$ cat src/hw/rtl/wgm_pkg.sv
// ----------------------------------------------------------------------------
// wgm_pkg
// Shared types, constants and helpers for the wildcard glob matcher.
// ----------------------------------------------------------------------------
package wgm_pkg;

  localparam int PATTERN_MAX = 32;
  localparam int POS_N       = PATTERN_MAX + 1;
  localparam int LEN_W       = $clog2(PATTERN_MAX + 1);
  localparam int IDX_W       = $clog2(PATTERN_MAX);

  localparam logic [7:0] GLOB_STAR = 8'h2A;
  localparam logic [7:0] GLOB_ANY  = 8'h3F;
  localparam logic [7:0] LOWER_A   = 8'h61;
  localparam logic [7:0] LOWER_Z   = 8'h7A;
  localparam logic [7:0] CASE_GAP  = 8'h20;

  typedef enum logic [1:0] {
    MODE_CLEAR  = 2'd0,
    MODE_APPEND = 2'd1,
    MODE_FEED   = 2'd2,
    MODE_END    = 2'd3
  } mode_t;

  // classified item handed from front to back
  typedef struct packed {
    mode_t      op;
    logic [7:0] chr;
    logic       is_star;
  } cmd_t;

  typedef struct packed {
    logic push;
    cmd_t cmd;
  } q_wr_t;

  typedef struct packed {
    logic avail;
    cmd_t cmd;
  } q_rd_t;

  function automatic logic [7:0] fold_char(logic [7:0] c, logic fold_en);
    logic [7:0] r;
    r = c;
    if (fold_en && c >= LOWER_A && c <= LOWER_Z) begin
      r = c - CASE_GAP;
    end
    return r;
  endfunction

endpackage

$ cat src/hw/rtl/wgm_ifs.sv
// ----------------------------------------------------------------------------
// wgm channel interfaces
// Valid/ready channels for items, results and the configuration register.
// ----------------------------------------------------------------------------
interface wgm_cmd_if;
  logic       valid;
  logic       ready;
  logic [1:0] mode;
  logic [7:0] char_code;
  modport source (output valid, mode, char_code, input ready);
  modport sink   (input valid, mode, char_code, output ready);
endinterface

interface wgm_res_if;
  logic valid;
  logic ready;
  logic matched;
  logic pattern_overflow;
  modport source (output valid, matched, pattern_overflow, input ready);
  modport sink   (input valid, matched, pattern_overflow, output ready);
endinterface

interface wgm_cfg_if;
  logic valid;
  logic ready;
  logic ignore_case;
  modport source (output valid, ignore_case, input ready);
  modport sink   (input valid, ignore_case, output ready);
endinterface

$ cat src/hw/rtl/wgm_front.sv
// ----------------------------------------------------------------------------
// wgm_front
// Accepts items, decodes the mode and folds subject characters.
// ----------------------------------------------------------------------------
module wgm_front
  import wgm_pkg::*;
(
  input  logic         ignore_case,
  input  logic         q_full,
  wgm_cmd_if.sink      cmd,
  output q_wr_t        q_wr
);

  mode_t op;

  assign op        = mode_t'(cmd.mode);
  assign cmd.ready = !q_full;

  always_comb begin
    q_wr.push        = cmd.valid && !q_full;
    q_wr.cmd.op      = op;
    q_wr.cmd.is_star = (cmd.char_code == GLOB_STAR);
    unique case (op)
      // subject bytes are folded once here, pattern bytes at compare time
      MODE_FEED:   q_wr.cmd.chr = fold_char(cmd.char_code, ignore_case);
      MODE_APPEND: q_wr.cmd.chr = cmd.char_code;
      default:     q_wr.cmd.chr = '0;
    endcase
  end

endmodule

$ cat src/hw/rtl/wgm_queue.sv
// ----------------------------------------------------------------------------
// wgm_queue
// Two-entry queue between front and back.
// ----------------------------------------------------------------------------
module wgm_queue
  import wgm_pkg::*;
(
  input  logic  clk,
  input  logic  rst,
  input  q_wr_t q_wr,
  input  logic  pop,
  output logic  full,
  output q_rd_t q_rd
);

  cmd_t       slots [2];
  logic       wr_ptr;
  logic       rd_ptr;
  logic [1:0] count;
  logic       do_pop;

  assign full       = (count == 2'd2);
  assign q_rd.avail = (count != 2'd0);
  assign q_rd.cmd   = slots[rd_ptr];
  assign do_pop     = pop && q_rd.avail;

  always_ff @(posedge clk) begin
    if (q_wr.push) begin
      slots[wr_ptr] <= q_wr.cmd;
    end
  end

  always_ff @(posedge clk) begin
    if (rst) begin
      wr_ptr <= 1'b0;
      rd_ptr <= 1'b0;
      count  <= 2'd0;
    end else begin
      if (q_wr.push) begin
        wr_ptr <= !wr_ptr;
      end
      if (do_pop) begin
        rd_ptr <= !rd_ptr;
      end
      unique case ({q_wr.push, do_pop})
        2'b10:   count <= count + 2'd1;
        2'b01:   count <= count - 2'd1;
        default: count <= count;
      endcase
    end
  end

endmodule

$ cat src/hw/rtl/wgm_back.sv
// ----------------------------------------------------------------------------
// wgm_back
// Pattern store, active-position set update and the result register.
// ----------------------------------------------------------------------------
module wgm_back
  import wgm_pkg::*;
(
  input  logic         clk,
  input  logic         rst,
  input  logic         ignore_case,
  input  q_rd_t        q_rd,
  output logic         pop,
  wgm_res_if.source    res
);

  logic [7:0]             pat [PATTERN_MAX];
  logic [LEN_W-1:0]       len;
  logic [PATTERN_MAX-1:0] lmask;
  logic [POS_N-1:0]       rvec;
  logic [POS_N-1:0]       rvec_next;
  logic [POS_N-1:0]       act;
  logic                   ovf;
  logic                   out_valid;
  logic                   out_matched;
  logic                   out_ovf;

  logic [POS_N-1:0]       star_m;
  logic [POS_N-1:0]       stay;
  logic [POS_N-1:0]       adv;
  logic [POS_N-1:0]       nxt_raw;
  logic [POS_N:0]         sum_x;
  logic [POS_N:0]         sum_y;
  logic [POS_N:0]         sum_s;
  logic [POS_N:0]         carry;
  logic [POS_N-1:0]       act_next;
  logic                   slot_free;
  logic                   has_room;
  logic [IDX_W-1:0]       wr_idx;

  assign slot_free = !out_valid || res.ready;
  assign pop       = q_rd.avail && ((q_rd.cmd.op != MODE_END) || slot_free);
  assign has_room  = (len < LEN_W'(PATTERN_MAX));
  assign wr_idx    = len[IDX_W-1:0];

  // one lane per pattern position
  always_comb begin
    star_m = '0;
    adv    = '0;
    for (int i = 0; i < PATTERN_MAX; i++) begin
      star_m[i] = lmask[i] && (pat[i] == GLOB_STAR);
      adv[i+1]  = lmask[i] && act[i] && (pat[i] != GLOB_STAR) &&
                  ((pat[i] == GLOB_ANY) ||
                   (fold_char(pat[i], ignore_case) == q_rd.cmd.chr));
    end
    stay    = act & star_m;
    nxt_raw = stay | adv;
  end

  // star closure as a carry chain: a run of stars passes activity upward
  assign sum_x    = {1'b0, star_m};
  assign sum_y    = {1'b0, nxt_raw & star_m};
  assign sum_s    = sum_x + sum_y;
  assign carry    = sum_s ^ sum_x ^ sum_y;
  assign act_next = nxt_raw | carry[POS_N-1:0];

  // closure of the start position, extended as the pattern grows
  always_comb begin
    rvec_next = rvec;
    rvec_next[len + LEN_W'(1)] = rvec[len] && q_rd.cmd.is_star;
  end

  always_ff @(posedge clk) begin
    if (pop && q_rd.cmd.op == MODE_APPEND && has_room) begin
      pat[wr_idx] <= q_rd.cmd.chr;
    end
    if (pop && q_rd.cmd.op == MODE_END) begin
      out_matched <= act[len] && !ovf;
      out_ovf     <= ovf;
    end
  end

  always_ff @(posedge clk) begin
    if (rst) begin
      len       <= '0;
      lmask     <= '0;
      rvec      <= POS_N'(1);
      act       <= POS_N'(1);
      ovf       <= 1'b0;
      out_valid <= 1'b0;
    end else begin
      if (pop) begin
        unique case (q_rd.cmd.op)
          MODE_CLEAR: begin
            len   <= '0;
            lmask <= '0;
            rvec  <= POS_N'(1);
            act   <= POS_N'(1);
            ovf   <= 1'b0;
          end
          MODE_APPEND: begin
            if (has_room) begin
              len           <= len + LEN_W'(1);
              lmask[wr_idx] <= 1'b1;
              rvec          <= rvec_next;
              act           <= rvec_next;
            end else begin
              ovf <= 1'b1;
              act <= rvec;
            end
          end
          MODE_FEED: begin
            act <= act_next;
          end
          MODE_END: begin
            act <= rvec;
          end
          default: begin
            act <= act;
          end
        endcase
      end
      if (pop && q_rd.cmd.op == MODE_END) begin
        out_valid <= 1'b1;
      end else if (res.ready) begin
        out_valid <= 1'b0;
      end
    end
  end

  assign res.valid            = out_valid;
  assign res.matched          = out_matched;
  assign res.pattern_overflow = out_ovf;

endmodule

$ cat src/hw/rtl/wildcard_glob_match.sv
// ----------------------------------------------------------------------------
// wildcard_glob_match
// Streams subjects against a stored glob pattern with '*' and '?'.
// ----------------------------------------------------------------------------
//  channel  role    payload                      note
//  cmd      sink    mode, char_code              one item per accept
//  cfg      sink    ignore_case                  always ready
//  res      source  matched, pattern_overflow    one result per end item
//
// one item per cycle sustained while results are taken; the position-set
// update with its star closure carry chain runs once per subject byte in
// the back part. an accepted end item is held in the queue, then its
// result is registered once the result register is free.
// the pattern store has no clearing pass.
// an end item waits in the queue while the result register holds an
// untaken result; cmd.ready drops only when the two-entry queue is full.
module wildcard_glob_match
  import wgm_pkg::*;
(
  input  logic       clk,
  input  logic       rst,
  wgm_cmd_if.sink    cmd,
  wgm_cfg_if.sink    cfg,
  wgm_res_if.source  res
);

  logic  ignore_case;
  logic  q_full;
  logic  pop;
  q_wr_t q_wr;
  q_rd_t q_rd;

  assign cfg.ready = 1'b1;

  always_ff @(posedge clk) begin
    if (rst) begin
      ignore_case <= 1'b0;
    end else if (cfg.valid) begin
      ignore_case <= cfg.ignore_case;
    end
  end

  wgm_front u_front (
    .ignore_case (ignore_case),
    .q_full      (q_full),
    .cmd         (cmd),
    .q_wr        (q_wr)
  );

  wgm_queue u_queue (
    .clk  (clk),
    .rst  (rst),
    .q_wr (q_wr),
    .pop  (pop),
    .full (q_full),
    .q_rd (q_rd)
  );

  wgm_back u_back (
    .clk         (clk),
    .rst         (rst),
    .ignore_case (ignore_case),
    .q_rd        (q_rd),
    .pop         (pop),
    .res         (res)
  );

endmodule

$ cat src/flat_wrapper.sv
// flat-port wrapper written by rule: the top's interface ports become plain ports
module wildcard_glob_match_flat import wgm_pkg::*;
  (clk, rst, cmd_valid, cmd_mode, cmd_char_code, cmd_ready, cfg_valid, cfg_ignore_case, cfg_ready, res_valid, res_matched, res_pattern_overflow, res_ready);
  wgm_cmd_if cmd_i ();
  wgm_cfg_if cfg_i ();
  wgm_res_if res_i ();
  input  logic clk;
  input  logic rst;
  input wire logic [$bits(cmd_i.valid)-1:0] cmd_valid;
  input wire logic [$bits(cmd_i.mode)-1:0] cmd_mode;
  input wire logic [$bits(cmd_i.char_code)-1:0] cmd_char_code;
  output wire logic [$bits(cmd_i.ready)-1:0] cmd_ready;
  input wire logic [$bits(cfg_i.valid)-1:0] cfg_valid;
  input wire logic [$bits(cfg_i.ignore_case)-1:0] cfg_ignore_case;
  output wire logic [$bits(cfg_i.ready)-1:0] cfg_ready;
  output wire logic [$bits(res_i.valid)-1:0] res_valid;
  output wire logic [$bits(res_i.matched)-1:0] res_matched;
  output wire logic [$bits(res_i.pattern_overflow)-1:0] res_pattern_overflow;
  input wire logic [$bits(res_i.ready)-1:0] res_ready;
  assign cmd_i.valid = cmd_valid;
  assign cmd_i.mode = cmd_mode;
  assign cmd_i.char_code = cmd_char_code;
  assign cmd_ready = cmd_i.ready;
  assign cfg_i.valid = cfg_valid;
  assign cfg_i.ignore_case = cfg_ignore_case;
  assign cfg_ready = cfg_i.ready;
  assign res_valid = res_i.valid;
  assign res_matched = res_i.matched;
  assign res_pattern_overflow = res_i.pattern_overflow;
  assign res_i.ready = res_ready;
  wildcard_glob_match u_core (.clk(clk), .rst(rst), .cmd(cmd_i), .cfg(cfg_i), .res(res_i));
endmodule
$ cat config.mk
export PLATFORM = sky130hd
export DESIGN_NAME = wildcard_glob_match_flat
export DESIGN_NICKNAME = d
export VERILOG_FILES = /design/src/hw/rtl/wgm_pkg.sv /design/src/hw/rtl/wgm_ifs.sv /design/src/hw/rtl/wgm_front.sv /design/src/hw/rtl/wgm_queue.sv /design/src/hw/rtl/wgm_back.sv /design/src/hw/rtl/wildcard_glob_match.sv /design/src/flat_wrapper.sv
export SDC_FILE = /design/constraint.sdc
export NUM_CORES = 1
export LEC_CHECK = 0
export BUFFER_PORTS_ARGS = -buffer_cell sky130_fd_sc_hd__buf_4
export CAP_MARGIN = 25
export CORE_ASPECT_RATIO = 0.9
export CORE_MARGIN = 3
export CORE_UTILIZATION = 62
export DETAILED_ROUTE_END_ITERATION = 12
export PLACE_DENSITY = 0.79
export SLEW_MARGIN = 20
export SYNTH_ARGS = -nofsm -noshare
export SYNTH_HDL_FRONTEND = slang
export SYNTH_SLANG_ARGS = --single-unit
export TNS_END_PERCENT = 50
$ cat constraint.sdc
create_clock -name clk -period 5.2 [get_ports clk]
set_clock_uncertainty 0.15 [all_clocks]
set_input_delay 0.78 -clock clk [delete_from_list [all_inputs] [get_ports clk]]
set_output_delay 0.78 -clock clk [all_outputs]
set_load 0.02 [all_outputs]
### Yosys cells after proc, flatten, opt, wreduce, memory -nomap -nowiden

Memories as Yosys holds them, arrays and structs flattened. A register that Yosys moved wholly into a read port is not among the register bits.
Index checks and enable logic that the tools add are counted.

* register bits after elaboration: 113
* bits in writable memories: 278
* input bits: 16
* memories: 2

Memory list
* u_core.u_back.pat: words 32, width 8, read ports 32, clocked after Yosys merged registers in 0, wr ports 1, line wgm_back.sv:16 `logic [7:0] pat [PATTERN_MAX];`
* u_core.u_queue.slots: words 2, width 11, read ports 1, clocked after Yosys merged registers in 1, wr ports 1, line wgm_queue.sv:16 `cmd_t slots [2];`

* add/sub/neg operators: 37
* magnitude comparators: 72
* equal/unequal tests: 140
* muxes and demuxes: 61
* bitwise gates (word level): 7
* reductions and logical operators: 251

Operator list (count)
* 8-bit by 6-bit == test with 1-bit output (second input constant): 65
* 8-bit by 7-bit >= comparator with 1-bit output (second input constant): 33
* 8-bit by 7-bit less-or-equal comparator with 1-bit output (second input constant): 33
* 8-bit two-way mux: 33
* 8-bit by 6-bit subtractor with 8-bit output (second input constant): 33
* 8-bit == test: 32
* 8-bit by 6-bit != test with 1-bit output (second input constant): 32
* 1-bit logical AND: 204
* 33-bit case mux with 4 select lines: 1
* 33-bit by 32-bit AND with 33-bit output: 2
* 33-bit OR: 2
* 33-bit case mux with 2 select lines: 1
* 32-bit case mux with 2 select lines: 1
* 1-bit logical OR: 34
* 32-bit by 33-bit adder with 33-bit output: 1
* 33-bit bitwise mux: 1
* 33-bit two-way mux: 1
* 33-bit by 32-bit bitwise XOR with 33-bit output: 1
* 33-bit bitwise XOR: 1
* 32-bit two-way mux: 1
* 32-bit OR: 1
* 8-bit case mux with 2 select lines: 1
* 6-bit by 7-bit less-than comparator with 1-bit output (second input constant): 2
* 1-bit two-way mux: 13
* 22 further kinds: 39

### Longest topological paths before layout

Gate-level depths: netlist of run 1.
An unclocked memory read counts as a cell.

* word-level depth: 15
* depth in mapped cells: 19

### Modules after synthesis

Synthesis of run 1 repeated with hierarchy kept, for this count alone.

* cell total of the unflattened synthesis: 2635
* area total of the unflattened synthesis: 24558.6 um^2

By module, submodules not included
* wgm_back: instances 1, cells each 2541, area each 23292.3 um^2, seq. area each 9869.5 um^2
* wgm_queue: instances 1, cells each 57, area each 1004.7 um^2, seq. area each 760.7 um^2
* wgm_front: instances 1, cells each 32, area each 216.5 um^2, seq. area each 0.0 um^2
* wildcard_glob_match: instances 1, cells each 5, area each 45.0 um^2, seq. area each 20.0 um^2

### Worst setup path after synthesis of run 1

Ideal clock, no wire load.

* path kind: register -> register
* from: register (tool-made name)
* to: register u_core.u_back.act[32]
* setup time: 0.074 ns
* arrival time: 3.559 ns
* path slack: 1.416 ns
* cell stages (with the launch flop): 15
* path buffers: 2
* clock period less this slack: 3.784 ns
* cell sequence: dfxtp_1 > buf_6 > mux2i_4 > inv_2 > buf_1 > xnor2_1 > nand3_1 > or4_1 > o31a_1 > o21ai_0 > nand2_1 > nand4b_1 > nor2_1 > or3_1 > a31oi_1

RTL lines
* end signal, assigned: line wgm_back.sv:105 `act <= rvec_next;`
* end signal, assigned: line wgm_back.sv:108 `act <= rvec;`
* end signal, assigned: line wgm_back.sv:112 `act <= act_next;`
* end, declared: line wgm_back.sv:21 `logic [POS_N-1:0] act;`

==> out/metrics.cfg, run 1 <==
[clock_network]
cts_htree_levels=2
cts_max_path_buffers=3
cts_resized=0
clkSinkCount=392
clk_latency_ns=0.59
cts_buffers=43
post_cts_buffers=0
cts_tree=built
cts_root_buf=clkbuf_16
postCtsHoldBufs=0
clk_pin_slew_ns=0.06

[synthesis]
synth-main-ff-cell=edfxtp_1
ys_seq_area_share_pct=43.5
synth-edff-count=280
synth_most_common_cell=edfxtp_1
async_reset_ff_share_pct=0
ys.warnings.count=0
yosysTopAreaCellShare_pct=34.3
synth.avg_cell_area_um2=9.37
syn_area_mm2=0.0245
synthTopCellsByCount=280 x edfxtp_1, 262 x nor2_1, 259 x nand2_1, 217 x xnor2_1, 182 x a21oi_1
synthTopCellsByArea=edfxtp_1 34%, dfxtp_1 9.2%, xnor2_1 7.8%, nor2_1 4.0%, nand2_1 4.0%
ys_ff_latch=392
synth_top_area_cell=edfxtp_1
netlist-cell-type-count=101
syn_inst=2615
synth_nets=2672

[flow_run]
cap_violations=0

[run_status]
status=finished clean

[detailed_routing]
drc=0
drt-total-wl_um=82000
wl_per_cell_um=25.7
drtPass1Iterations=6
dr.first_iter.drc_count=3405
ant_nets=0
vias=22300
viasPerCell=6.99

[pwr]
p_leak_nw=8.66
finalPower_mw=10.2
ir_drop_v=0.000302
p_per_area_mw_per_mm2=382

[floorplanning]
boundaryPins=21
core_region_area_mm2=0.0387
start_util_pct=63.3
fp.dieH_um=195
dieArea_mm2=0.0419
die_w_um=216
rows=68

[timing]
fin_crit_sh_pct=95.3
clock.fmax_mhz=202
period_needed_ns=4.96
rsz0062_at_grt=false
hold_viol_final=0
tightest_slew_ns=1.04
setup_violations=0
timing.final.ws_setup_ns=0.242
maxSlewViolCount=0
finalSetupTns_ns=0
maxSlewHeadroom_pct=30.5

[setup_path]
path_class=reg2reg
worstPathArrival_ns=5.26
crit_path_end_kind=flip-flop
crit_fanout=19
r2r-end=u_core.u_back.act[20]
r2r_cells=17
worstSetupStartpointType=flip-flop
rrSetupSlack_ns=0.24
cp.required_ns=5.50

[global_route]
grt_pass1_wl_um=123000
grt_max_degree=62
grt_pass1_vias=20700
grt_usage_pct=38.1
grt_overflow=0
antenna_found_initial=1

[worst_hold_path]
worstHoldPathCells=1
whs_endpoint=u_core.u_queue.slots[1][10]
min-delay-start=cmd_mode[1]
hold_class=in2reg

[finish]
register_area_mm2=0.0107
antennaDiodeCount=0
multiInputGateArea_mm2=0.0129
layout-drive-gt1-share_pct=8.13
num-fill-cells=2902
final_nets=2694
final_area_mm2=0.0268
syn_to_final_growth_pct=9.26
layout.cells.non_filler=3195

[placement]
port_buffers=19
detailedPlace.worstSlack_ns=0.411
place_area_mm2=0.0253
dp_hpwl_um=56500
numPlacedInstances=3115
routabilityCongestion=1.07

==> how the worst max path moves through the flow <==
stage,from,end,slack [ns],cells after the start
after floorplan,flip-flop,u_core.u_back.act[32],1.42,14
after global placement,flip-flop,u_core.u_back.act[20],0.56,17
after detailed placement,flip-flop,u_core.u_back.act[20],0.41,17
after CTS,flip-flop,u_core.u_back.act[20],0.37,17
after global routing,flip-flop,u_core.u_back.act[20],0.05,17
final,flip-flop,u_core.u_back.act[20],0.24,17
==> cell usage in the layout, fill, tap and decap left out, types with 15 or more instances in the layout <==
cell type	instances
nand2b_1	15
nand4b_1	21
inv_1	116
mux2i_1	24
mux4_2	17
or3_1	23
and2_1	25
xnor2_1	217
buf_4	71
xor2_1	32
a22oi_1	22
or4_1	20
a31oi_1	30
dfxtp_1	112
nor4_1	48
clkbuf_16	45
o31ai_1	28
a211oi_1	23
nor3_1	104
o41ai_1	15
nand3_1	122
o21ai_0	95
a21oi_1	182
and3_1	42
edfxtp_1	280
nor2_1	261
ha_1	41
nand2_1	259
nand4_1	43
==> cell families (layout without fill, tap and decap cells) <==
group                    Yosys count  count (layout)  synth area share [%]
AND/OR/NAND/NOR                 1057            1057                  21.6
AO/OA/AOI/OAI                    593             593                  16.2
flip-flops                       392             392                  43.5
XOR/XNOR                         249             249                  8.90
buffers and inverters            225             280                  4.04
multiplexers                      57              57                  3.59
adder cells (fa/ha/maj)           41              41                  2.09
other                              1               1                0.0153
==> cell type report <==
class / instances / share of cell area (%)
Sequential cell: 392 / 39.8
Clock buffer: 55 / 4.35
Tap cell: 525 / 2.45
Multi-Input combinational cell: 1998 / 48.2
Timing Repair Buffer: 76 / 2.32
Inverter: 126 / 1.77
Clock inverter: 23 / 1.07
==> registers in the layout, indices dropped and copies added, names as in the netlist, named ones only <==
name                                flops
u_core.u_back.pat                     256
u_core.u_back.act                      33
u_core.u_back.rvec                     33
u_core.u_back.lmask                    32
u_core.u_queue.slots                   22
u_core.u_back.len                       6
u_core.u_queue.count                    2
u_core.ignore_case                      1
u_core.u_back.ovf                       1
u_core.u_back.res.matched               1
u_core.u_back.res.pattern_overflow      1
u_core.u_back.res.valid                 1
u_core.u_queue.rd_ptr                   1
u_core.u_queue.wr_ptr                   1
==> critical path, cell delays in order, from the launching register on <==
cell       delay, ns
dfxtp_1         0.65
buf_4           0.35
mux2i_4         0.28
buf_4           0.42
xnor2_1         0.19
nand4_1         0.23
inv_1           0.10
o21ai_0         0.11
and4_1          0.23
ha_1            0.21
inv_1           0.05
a31oi_1         0.07
nor3_1          0.48
o221ai_1        0.30
o2bb2ai_1       0.29
nand2b_1        0.25
nor3_1          0.34
o32ai_1         0.14
==> power by group <==
part | internal [mW] | switching [mW]
combinational | 1.00 | 2.20
sequential | 3.64 | 0.164
clock | 1.92 | 1.29
total | 6.57 | 3.66
==> metrics by stage <==
| step | hold WS [ns] | utilization [%] |
|---|---|---|
| 3_3_place_gp | 0.301 | 65.4 |
| 3_5_place_dp | 0.307 | 65.4 |
| 2_1_floorplan | 0.281 | - |
| 4_1_cts | 0.250 | 69.1 |
| 6_report | 0.262 | 69.1 |
| 5_1_grt | 0.259 | 69.1 |
==> routing by layer <==
layer,vias up,GRT usage [%],part of all wire [%]
met5,-,0,0
met4,0,19.8,5.9
met2,1586,55.9,42
li1,9827,-,-
met3,310,10.1,13
met1,10600,52.2,39
Note: power is estimated with default switching activity, not from simulation.
==> inputs of run 2 (changes only) <==
--- a/config.mk
+++ b/config.mk
@@ -12,6 +12,7 @@
 export CORE_UTILIZATION = 62
 export DETAILED_ROUTE_END_ITERATION = 12
 export PLACE_DENSITY = 0.79
+export SETUP_SLACK_MARGIN = 0.3
 export SLEW_MARGIN = 20
 export SYNTH_ARGS = -nofsm -noshare
 export SYNTH_HDL_FRONTEND = slang
==> run 2 against run 1 <==
Clock power about the same. Worst hold slack lost 0.0035 ns. Via count up 0.27%. Sequential power is essentially flat. Sequential share of layout area hardly changed. Largest cell class unchanged. Routed wire length barely moved. Count of clock-buffer cells in the layout stayed put. Setup slack improved by 0.35 ns. Critical path depth shrank 3. Non-clock buffer count unchanged. Power barely moved.
==> out/metrics.cfg, run 2 (same netlist as run 1, synthesis figures left out) <==
[clock_network]
clk_latency_ns=0.59  ; about the same
cts_resized=0  ; unchanged
clkSinkCount=392  ; unchanged
cts_tree=built
cts_root_buf=clkbuf_16
cts_htree_levels=2  ; unchanged
cts_buffers=43  ; unchanged
post_cts_buffers=0  ; unchanged
clk_pin_slew_ns=0.07  ; about the same
postCtsHoldBufs=0  ; unchanged
cts_max_path_buffers=3  ; unchanged

[pwr]
ir_drop_v=0.000298  ; -1.6%
p_per_area_mw_per_mm2=382  ; about the same
p_leak_nw=8.67  ; about the same

[timing]
setup_violations=0  ; unchanged
tightest_slew_ns=1.04  ; +0.00240 ns
rsz0062_at_grt=false
fin_crit_sh_pct=88.7  ; -6.6 points
maxSlewViolCount=0  ; unchanged
hold_ws_ns=0.258  ; -0.00353 ns
maxSlewHeadroom_pct=29.4  ; -1.1 points
clock.fmax_mhz=217  ; +7.5%
period_needed_ns=4.61  ; -0.346 ns
hold_viol_final=0  ; unchanged
finalSetupTns_ns=0  ; unchanged

[floorplanning]
boundaryPins=21  ; unchanged
start_util_pct=63.3  ; unchanged
rows=68  ; unchanged
dieArea_mm2=0.0419  ; unchanged
fp.dieH_um=195  ; unchanged
core_region_area_mm2=0.0387  ; unchanged
die_w_um=216  ; unchanged

[setup_path]
path_class=reg2reg
crit_path_end_kind=flip-flop
crit_chain=buf_4 -> mux2i_4 -> buf_4 -> xnor2_1 -> nor3_1 -> nand4_1 -> nor4bb_4 -> nor2_1 -> o221ai_1 -> a221oi_1 -> o2bb2ai_1 -> nor2_1 -> or3_1 -> a31oi_1
cp_num_buf_inv=2  ; -2
cp_slowest_cell=dfxtp_2
crit_fanout=17  ; -2
crit_family=simple AND/OR/NAND/NOR gates
cp.required_ns=5.56  ; +0.06 ns
worstPathArrival_ns=4.97  ; -0.29 ns
slowest_delay_ns=0.50  ; -0.15 ns
worstSetupStartpointType=flip-flop

[detailed_routing]
drt-total-wl_um=82000  ; about the same
ant_nets=0  ; unchanged
drtPass1Iterations=9  ; +3
viasPerCell=7.01  ; +0.27%
vias=22400  ; +0.27%
drc=0  ; unchanged
wl_per_cell_um=25.7  ; about the same
dr.first_iter.drc_count=3370  ; -1.0%

[global_route]
grt_pass1_wl_um=123000  ; unchanged
grt_usage_pct=38.1  ; unchanged
grt_max_degree=62  ; unchanged
grt_pass1_vias=20700  ; unchanged
antenna_found_initial=1  ; unchanged
grt_overflow=0  ; unchanged

[finish]
largest_reg_flops=256  ; unchanged
layout-drive-gt1-share_pct=8.24  ; +0.11 points
final_nets=2694  ; unchanged
layout.cells.non_filler=3195  ; unchanged
antennaDiodeCount=0  ; unchanged
syn_to_final_growth_pct=9.29  ; about the same
reg_top3=u_core.u_back.pat x256, u_core.u_back.act x33, u_core.u_back.rvec x33
most-common-layout-cells=280 x edfxtp_1, 261 x nor2_1, 259 x nand2_1
regMostFlops=u_core.u_back.pat
layout_commonest_cell=edfxtp_1

[flow_run]
cap_violations=0  ; unchanged

[placement]
routabilityCongestion=1.07  ; unchanged
dp_hpwl_um=56500  ; unchanged
port_buffers=19  ; unchanged
numPlacedInstances=3115  ; unchanged

[run_status]
status=finished clean

[worst_hold_path]
hold_class=in2reg

==> run 2: cell count changes in the layout (fill, tap and decap cells not counted) <==
cell | before | now
dfxtp_1 | 112 | 110
dfxtp_2 | 0 | 2
nor3_1 | 104 | 103
nor3_2 | 1 | 2
==> run 2: layout make-up <==
class | count | area [um^2]
Multi-Input combinational cell | 1998 | 12900
Fill cell | 2902 | 11900
Sequential cell | 392 | 10700
Clock buffer | 55 | 1160
Tap cell | 525 | 657
Timing Repair Buffer | 76 | 621
Inverter | 126 | 474
Clock inverter | 23 | 287
==> run 2: worst paths after layout <==
path / from / to / slack [ns] / cells past startpoint
max: flip-flop / u_core.u_back.act[32] / 0.59 / 14
min: cmd_mode[1] / u_core.u_queue.slots[1][10] / 0.26 / 1
max reg2reg: flip-flop / u_core.u_back.act[32] / 0.59 / 14
min reg2reg: u_core.u_back.ovf / u_core.u_back.res.pattern_overflow / 0.32 / 0
==> run 2: routing by layer <==
layer | GRT usage (%) | up-vias | part of all wire [%]
li1 | - | 9827 | -
met1 | 52.2 | 10700 | 39
met2 | 55.9 | 1558 | 42
met5 | 0 | - | 0
met3 | 10.1 | 309 | 13
met4 | 19.8 | 0 | 5.9
==> run 2: power breakdown <==
group	total, mW	switching, mW	internal, mW
registers	3.81	0.166	3.64
clock network	3.21	1.29	1.92
logic	3.20	2.20	1.00
total	10.2	3.66	6.57
==> run 2: per-stage QoR <==
step / utilization, % / total power [mW] / instance area [um^2] / setup WS, ns
final: 69.2 / 10.2 / 26800 / 0.588
after global routing: 69.2 / 10.5 / 26800 / 0.301
after CTS: 69.1 / 10.1 / 26800 / 0.369
after detailed placement: 65.4 / 6.93 / 25300 / 0.411
after global placement: 65.4 / 6.86 / 25300 / 0.558
after floorplan: - / 5.81 / 24500 / 1.42
